## src/rtl/ipv4_flow_traffic_counter_defines.svh

```systemverilog
// Assertion macros used by the flow counter probe engine.
`ifndef IPV4_FLOW_TRAFFIC_COUNTER_DEFINES_SVH
`define IPV4_FLOW_TRAFFIC_COUNTER_DEFINES_SVH

// Same-cycle implication, checked on clk, disabled while arst_n is low.
`define FTC_ASSERT_NOW(lbl, ante, cons, msg) \
	lbl: assert property (@(posedge clk) disable iff (!arst_n) (ante) |-> (cons)) \
		else $error(msg);

// Next-cycle implication, checked on clk, disabled while arst_n is low.
`define FTC_ASSERT_NEXT(lbl, ante, cons, msg) \
	lbl: assert property (@(posedge clk) disable iff (!arst_n) (ante) |=> (cons)) \
		else $error(msg);

`endif

```

## src/rtl/ftc_pkg.sv

```systemverilog
// Shared types and constants of the IPv4 flow traffic counter.
`timescale 1ns / 1ps

package ftc_pkg;

	localparam logic [15:0] ETH_HEADER_BYTES = 16'd14;
	localparam logic [15:0] IPV4_MIN_FRAME   = 16'd34;
	localparam logic [15:0] ETHERTYPE_IPV4   = 16'h0800;

	typedef enum logic [1:0] {
		ST_SKIP = 2'd0,
		ST_HIT  = 2'd1,
		ST_NEW  = 2'd2,
		ST_FULL = 2'd3
	} status_t;

	// One table entry as it sits in the flow memory
	typedef struct packed {
		logic        valid;
		logic [63:0] key;
		logic [63:0] tx_pkt;
		logic [63:0] rx_pkt;
		logic [63:0] tx_byte;
		logic [63:0] rx_byte;
	} entry_t;

	// Result handed from the probe engine to the output register
	typedef struct packed {
		status_t     status;
		logic [63:0] tx_pkt;
		logic [63:0] rx_pkt;
		logic [63:0] tx_byte;
		logic [63:0] rx_byte;
	} res_t;

endpackage

```

## src/rtl/ftc_hash.sv

```systemverilog
// Packet filter, flow key build and home index hash.
`timescale 1ns / 1ps

module ftc_hash #(
	parameter int TABLE_ENTRIES = 2048,
	localparam int IDX_W = (TABLE_ENTRIES > 1) ? $clog2(TABLE_ENTRIES) : 1
) (
	input  logic             is_receive,
	input  logic [15:0]      frame_length,
	input  logic [15:0]      ether_type,
	input  logic [31:0]      source_address,
	input  logic [31:0]      destination_address,
	output logic             counted,
	output logic [63:0]      key,
	output logic [IDX_W-1:0] home_idx
);

	logic [IDX_W-1:0] fold;
	logic [IDX_W:0]   fold_x;

	// Short or non-IPv4 frames are not counted
	assign counted = (frame_length >= ftc_pkg::ETH_HEADER_BYTES)
		&& (ether_type == ftc_pkg::ETHERTYPE_IPV4)
		&& (frame_length >= ftc_pkg::IPV4_MIN_FRAME);

	// Key is (local, remote)
	assign key = is_receive ? {destination_address, source_address}
	                        : {source_address, destination_address};

	// XOR-fold the key down to the index width
	always_comb begin
		fold = '0;
		for (int b = 0; b < 64; b++) begin
			fold[b % IDX_W] = fold[b % IDX_W] ^ key[b];
		end
	end

	// Fold is below twice the table size, so one subtract brings it in range
	assign fold_x = {1'b0, fold};
	always_comb begin
		if (fold_x >= (IDX_W+1)'(TABLE_ENTRIES)) begin
			home_idx = IDX_W'(fold_x - (IDX_W+1)'(TABLE_ENTRIES));
		end else begin
			home_idx = fold;
		end
	end

endmodule

```

## config.mk

```make
export PLATFORM = sky130hd
export DESIGN_NAME = ftc_hash
export DESIGN_NICKNAME = d
export VERILOG_FILES = /design/src/rtl/ipv4_flow_traffic_counter_defines.svh /design/src/rtl/ftc_pkg.sv /design/src/rtl/ftc_hash.sv
export SDC_FILE = /design/constraint.sdc
export NUM_CORES = 1
export LEC_CHECK = 0
export ABC_AREA = 0
export BUFFER_PORTS_ARGS = -buffer_cell sky130_fd_sc_hd__clkbuf_2
export CORE_MARGIN = 1.5
export CORE_UTILIZATION = 30
export DETAILED_ROUTE_END_ITERATION = 6
export PLACE_DENSITY = 0.69
export SLEW_MARGIN = 20
export SYNTH_ARGS = -nofsm -noshare
export SYNTH_HDL_FRONTEND = slang
export SYNTH_SLANG_ARGS = --single-unit
```

## constraint.sdc

```tcl
create_clock -name vclk -period 1.95
set_input_delay 0.0975 -clock vclk [all_inputs]
set_output_delay 0.0975 -clock vclk [all_outputs]
set_load 0.01 [all_outputs]
```

==> results.md, run 1 <==
* Initial antenna violation count at 0
* Setup bufs post-CTS at 0
* Hold_buf cts at 0
* Drt drc at 0
* CP Capture Type: output pin
* Clkbuf count at 0
* Type of the worst min-delay path: in -> out
* Adder-cell share of the synthesized area at 0
* Via density at 4.65
* Slew Viols, Final at 0
* Die area at ~5500 µm²
* Fillers at ~460
* WP data arrival at 1630 ps
* Status: finished, final reports clean
* Hold_ws at about 540 ps
* Slowest cell on the critical path: xor3_1
* Static leakage at 1.42 nW
* Drt total wl at 4540 µm
* I/O Pins at 173
* TNS Setup at 0 ps
* Nets at about 390
* Detailed placement HPWL at just over 4000 µm
* Worst Tran Pin Value at around 310 ps
* Cell with the most instances after synthesis: mux2_2
* Synthesized Nets at around 220
* Area delta synth->final at 59.2%
* Final period util at 0.884
* Tot GR Track Use at 0.136
* Initial core utilization at 0.317
* Post-CTS resize count at 0
* Most common library cells after synthesis: 37 x mux2_2, 27 x mux2_4, 27 x xor2_1, 9 x xor3_1, 5 x buf_6
* WL/cell at 12.8 µm
* FP Rows at 25
* Max Fanout on Critical Path at 39
* Post-Layout Cell Count at ~360
* Final setup violating endpoints at 0
* Yosys warns at 0
* Footprint of the multi-input gates at ~1400 µm²
* Tmin final at between 1500 and 2000 ps
* First-pass GRT wire length at between 5000 and 6000 µm
* Final worst slack at 226 ps
* Antenna diode count at 0
* Max-cap violations at 0
* PD cells at 383 nW/µm²
* Post-Synth XOR/XNOR Area at 0.356
* Die Y at ~74 µm
* Core region area at between 4000 and 5000 µm²
* Final Hold Vio Count at 0
* End of the critical path: home_idx[3]
* Yosys cell types at 14
* Grt ovf at 0
* Layout cell share with drive strength beyond 1 at 0.826
* Routed Antenna Nets at 0
* GP Congestion at ~0.70
* Die Width at 74.1 µm
* Synth top area cells: mux2_2 27%, mux2_4 27%, xor2_1 16%
* Kind of critical path: in -> out
* Crit path from: is_receive
* CP required at between 1500 and 2000 ps
* Synthesized area at 1520 µm²
* Vias in the first global route at around 1500
* Mux contribution to synthesized area at 0.542
* Sequential share of the synthesized area at 0
* Highest Clock Rate at ~580 MHz
* Placed cells at 355
* Setup crit start kind: input port
* Dpl ws at about 220 ps
* Post-synthesis compound-gate area fraction at 0.00990
* Seq_cells at 0
* PortBufs at approximately 170
* Initial DRT Pass Iterations at 4
* Slowest stage delay, CP at around 430 ps
* Relative slew slack at 0.790
* Buffers & Inverters on Critical Path at 3
* Avg Cell Area, Syn at approximately 13 µm²
* WP depth at 6
* Vias at 1649
* Leading area contributor after synthesis: mux2_2
* Largest net degree at the start of global routing at 40
* Share of the synthesized area in the top cell type at 0.275
* Register Area at 0 µm²
* Mapped Cells at 121
* Post-Synth Simple-Gate Area at 0.0347
* RSZ-0062 raised after global routing: false
* Initial DRC Count at 19
* Max VDD drop at ~0.25 mV
* Delay-heaviest family, CP: XOR/XNOR gates
* Critical-path cell list: buf_2 -> buf_12 -> mux2_2 -> xor2_1 -> xor3_1 -> clkbuf_2
* Main combinational cell family by area after synthesis: multiplexers
## where the power goes
group,internal [mW],total [mW],switching (mW),leakage [nW]
sequential,0,0,0,0
clock,0,0,0,0
combinational,0.533,0.924,0.391,1.42
total,0.533,0.924,0.391,1.42
## placed cells by master (no fill, tap or decap)
cell,instances
nor3_1,1
xor3_1,9
o41ai_1,1
xor2_1,27
nor4b_1,1
mux2_4,27
nor4_1,4
buf_2,1
buf_12,2
xnor3_1,4
or4_1,1
a31oi_1,1
mux2_2,37
clkbuf_2,171
nand4_1,1
## worst min path at each step
| stage | start | endpoint | slack (ps) | cells after the start |
|---|---|---|---|---|
| 4_1_cts | frame_length[5] | counted | 550 | 4 |
| 3_5_place_dp | source_address[29] | key[29] | 550 | 3 |
| 2_1_floorplan | ether_type[1] | counted | 330 | 3 |
| 6_report | source_address[29] | key[29] | 540 | 3 |
| 3_3_place_gp | destination_address[29] | key[29] | 540 | 3 |
| 5_1_grt | source_address[2] | key[34] | 560 | 3 |
## metrics by stage
step                total power, mW  area [µm²]  utilization
floorplan                     0.601        1520            -
global placement              0.920        2410        0.505
detailed placement            0.935        2410        0.505
CTS                           0.939        2410        0.505
global route                  0.988        2410        0.505
finish                        0.924        2410        0.505
## cells by family (layout without fill, tap and decap cells)
logic type / Yosys count / after routing
AO/OA/AOI/OAI: 2 / 2
AND/OR/NAND/NOR: 8 / 8
multiplexers: 64 / 64
buffers and inverters: 7 / 174
XOR/XNOR: 40 / 40
## metal layers
layer | routed length [µm] | vias to the layer above | track usage
met4 | 17 | 0 | 0.00412
met2 | 2560 | 106 | 0.319
met1 | 1490 | 746 | 0.117
li1 | - | 795 | -
met3 | 472 | 2 | 0.0217
met5 | 0 | - | 0
## final cells by class
class | instances | area share
repair buffers | 174 | 0.373
multi-input cells | 114 | 0.592
well taps | 67 | 0.0347
No activity file was read; power rests on OpenSTA's default activity.
==> run 2: changes to the inputs <==
--- a/config.mk
+++ b/config.mk
@@ -7,9 +7,11 @@
 export LEC_CHECK = 0
 export ABC_AREA = 0
 export BUFFER_PORTS_ARGS = -buffer_cell sky130_fd_sc_hd__clkbuf_2
+export CORE_ASPECT_RATIO = 1.5
 export CORE_MARGIN = 1.5
 export CORE_UTILIZATION = 30
 export DETAILED_ROUTE_END_ITERATION = 6
+export GPL_TIMING_DRIVEN = 0
 export PLACE_DENSITY = 0.69
 export SLEW_MARGIN = 20
 export SYNTH_ARGS = -nofsm -noshare
==> results.md, run 2 (synthesis gave the netlist of run 1 again) <==
* CP Capture Type: output pin
* Placed Area at 2450 µm²
* Die Y at 90.1 µm
* Hold depth at 4
* Status: finished, final reports clean
* Detailed placement HPWL at a little under 5000 µm
* Static leakage at 1.45 nW
* Relative slew slack at 0.648
* Grt met2 use at 0.402
* Dpl ws at about 240 ps
* Tot GR Track Use at 0.191
* Layout cell share with drive strength beyond 1 at 0.829
* Kind of critical path: in -> out
* Largest net degree at the start of global routing at 11
* Drt total wl at ~5700 µm
* WP data arrival at ~1600 ps
* Die area at between 5000 and 6000 µm²
* Max Fanout on Critical Path at 10
* Footprint of the multi-input gates at 1430 µm²
* Type of the worst min-delay path: in -> out
* Die Width at 61.1 µm
* Highest Clock Rate at ~600 MHz
* Tmin final at around 1700 ps
* Setup crit start kind: input port
* Worst Tran Pin Value at approximately 520 ps
* Hold_ws at around 520 ps
* Post-Route Utilization at 0.506
* Initial antenna violation count at 0
* Commonest non-fill, non-tap cells in the layout: 171 x clkbuf_2, 37 x mux2_2, 27 x mux2_4, 27 x xor2_1, 9 x xor3_1
* Initial core utilization at 0.313
* PD cells at about 390 nW/µm²
* Hold Path Origin: frame_length[5]
* First-pass GRT wire length at 7990 µm
* Post-CTS resize count at 0
* Final setup violating endpoints at 0
* Grt ovf at 0
* Fillers at about 480
* CP required at roughly 1900 ps
* Via density at between 4 and 5
* Initial DRC Count at 22
* GR peak layer: met2
* Slew Viols, Final at 0
* Vias at 1663
* I/O Pins at between 150 and 200
* Max-cap violations at 0
* Routed Antenna Nets at 0
* Crit path from: is_receive
* Max VDD drop at ~0.22 mV
* Initial DRT Pass Iterations at 3
* Setup bufs post-CTS at 0
* Core region area at approximately 4800 µm²
* Nets at 391
* FP Rows at 31
* Antenna diode count at 0
* GRT met1 Usage at 0.190
* Clkbuf count at 0
* Final Instance Area at about 2500 µm²
* Seq_cells at 0
* Final period util at 0.857
* Final worst slack at around 280 ps
* TNS Setup at 0 ps
* WL/cell at around 16 µm
* RSZ-0062 raised after global routing: false
* PortBufs at approximately 170
* Routing usage on met3 at 0.0173
* Vias in the first global route at about 1700
* Final Hold Vio Count at 0
* Hold_buf cts at 0
* Area delta synth->final at 61.9%
* Hold Path Sink: counted
* GP Congestion at between 0.8 and 0.9
* Commonest non-fill, non-tap cell in the layout: clkbuf_2
* Register Area at 0 µm²
* Drt drc at 0
run 2: layout make-up:
class | count | share of cell area
multi-input combinational | 114 | 0.583
timing repair buffer | 171 | 0.349
buffer | 7 | 0.0352
tap | 66 | 0.0336
run 2: how the worst max path moves through the flow:
stage / endpoint / slack [ps]
after floorplan: home_idx[3] / 520
after global placement: home_idx[3] / 260
after detailed placement: home_idx[3] / 240
after CTS: home_idx[3] / 230
after global routing: home_idx[3] / 200
final: home_idx[3] / 280
run 2: report_power, final:
part	internal (mW)	total (mW)	switching [mW]
clock network	0	0	0
logic	0.541	0.953	0.412
registers	0	0	0
run 2: critical path: stages:
cell	delay (ps)
buf_6	140
buf_8	190
buf_8	190
mux2_2	370
xor2_1	200
xor3_1	240
clkbuf_2	140
run 2: layer usage:
layer / routed length (µm) / vias to the layer above
li1: - / 801
met1: 1960 / 753
met2: 3270 / 105
met3: 390 / 4
met4: 55 / 0
met5: 0 / -
run 2: through the flow:
stage                     std cells  power [mW]
after floorplan                 121       0.601
after global placement          358       0.949
after detailed placement        358       0.959
after CTS                       358       0.964
after global routing            358        1.02
final                           358       0.953
==> run 3: changes to the inputs <==
--- a/config.mk
+++ b/config.mk
@@ -13,6 +13,7 @@
 export DETAILED_ROUTE_END_ITERATION = 6
 export GPL_TIMING_DRIVEN = 0
 export PLACE_DENSITY = 0.69
+export REMOVE_ABC_BUFFERS = 1
 export SLEW_MARGIN = 20
 export SYNTH_ARGS = -nofsm -noshare
 export SYNTH_HDL_FRONTEND = slang
==> constraint.sdc (replaced) <==
create_clock -name vclk -period 1.7
set_input_delay 0.085 -clock vclk [all_inputs]
set_output_delay 0.085 -clock vclk [all_outputs]
set_load 0.01 [all_outputs]
==> results.md, run 3 (synthesis gave the netlist of run 1 again) <==
* PortBufs at ~170
* Routed Antenna Nets at 0
* CP required at around 1600 ps
* Initial DRT Pass Iterations at 3
* RSZ-0062 raised after global routing: false
* Hold_ws at about 500 ps
* Post-Layout Cell Count at 356
* Via density at between 4 and 5
* Static leakage at roughly 1.5 nW
* Placed cells at 353
* I/O Pins at between 150 and 200
* Slew Viols, Final at 0
* Max Fanout on Critical Path at 16
* Setup crit start kind: input port
* Type of the worst min-delay path: in -> out
* FP Rows at 31
* Nets at between 300 and 400
* Antenna diode count at 0
* Hold depth at 4
* Detailed placement HPWL at slightly above 4000 µm
* Clkbuf count at 0
* Commonest non-fill, non-tap cell in the layout: clkbuf_2
* WP data arrival at around 1500 ps
* Dpl ws at -363 ps
* Final period util at 0.935
* Tmin final at ~1600 ps
* Vias at 1671
* First-pass GRT wire length at between 6000 and 7000 µm
* TNS Setup at 0 ps
* Initial core utilization at 0.313
* Final worst slack at about 110 ps
* Tot GR Track Use at 0.150
* GP Congestion at about 0.83
* Vias in the first global route at between 1500 and 2000
* Core region area at between 4000 and 5000 µm²
* Initial DRC Count at 14
* Layout cell share with drive strength beyond 1 at 0.831
* Drt total wl at 4730 µm
* Relative slew slack at 0.807
* Final setup violating endpoints at 0
* Die Width at 61.1 µm
* Register Area at 0 µm²
* Commonest non-fill, non-tap cells in the layout: 171 x clkbuf_2, 36 x mux2_2, 28 x mux2_4, 26 x xor2_1, 9 x xor3_1
* WL/cell at between 10 and 15 µm
* Crit path from: is_receive
* Max-cap violations at 0
* Highest Clock Rate at approximately 630 MHz
* Placed Area at 2400 µm²
* Hold Path Sink: counted
* Status: finished, final reports clean
* Design Power at about 1.1 mW
* Grt ovf at 0
* Final Hold Vio Count at 0
* Fillers at about 450
* Worst Tran Pin Value at roughly 290 ps
* Die area at approximately 5500 µm²
* Post-Route Utilization at 0.515
* Hold Path Origin: frame_length[5]
* Final Instance Area at 2500 µm²
* Initial antenna violation count at 0
* Setup bufs post-CTS at 0
* PD cells at ~440 nW/µm²
* Die Y at 90.1 µm
* Footprint of the multi-input gates at 1440 µm²
* Largest net degree at the start of global routing at 30
* Kind of critical path: in -> out
* Drt drc at 0
* Area delta synth->final at 64.6%
* Seq_cells at 0
* CP Capture Type: output pin
* Max VDD drop at 0.209 mV
run 3: changes by cell type in the layout (fill, tap and decap cells not counted):
cell,previous run,this run
mux2_2,37,36
xor2_2,0,1
buf_16,0,2
buf_8,2,0
xor2_1,27,26
clkbuf_16,0,2
mux2_4,27,28
buf_6,5,1
run 3: what timing repair did:
item,in CTS,in global routing
gates resized for setup,5,1
hold buffers,0,0
endpoints found under the setup margin,10,9
cloned,1,2
run 3: area by class of cell:
type | count | area share
Timing Repair Buffer | 176 | 0.389
Tap cell | 66 | 0.0331
Multi-Input combinational cell | 114 | 0.577
run 3: per-layer routing:
layer / vias to the layer above / routed length [µm] / track usage
met2: 111 / 2800 / 0.340
met4: 0 / 19 / 0.00543
met1: 761 / 1500 / 0.130
met3: 2 / 408 / 0.0101
met5: - / 0 / 0
li1: 797 / - / -
run 3: worst max-delay path, cell delays in order:
cell and delay (ps):
clkbuf_16 180, clkbuf_16 190, mux2_2 360, xnor3_1 340, xnor3_1 200, clkbuf_2 130
run 3: worst max path at each step:
| stage | end | slack (ps) | cells past startpoint |
|---|---|---|---|
| after floorplan | home_idx[10] | 550 | 3 |
| after global placement | home_idx[5] | -1020 | 5 |
| after detailed placement | home_idx[3] | -360 | 6 |
| after CTS | home_idx[8] | -60 | 6 |
| after global routing | home_idx[3] | 40 | 6 |
| final | home_idx[10] | 110 | 6 |
run 3: power by group:
group	leakage [nW]	internal [mW]	switching, mW
Combinational	1.46	0.630	0.456
Clock	0	0	0
Sequential	0	0	0
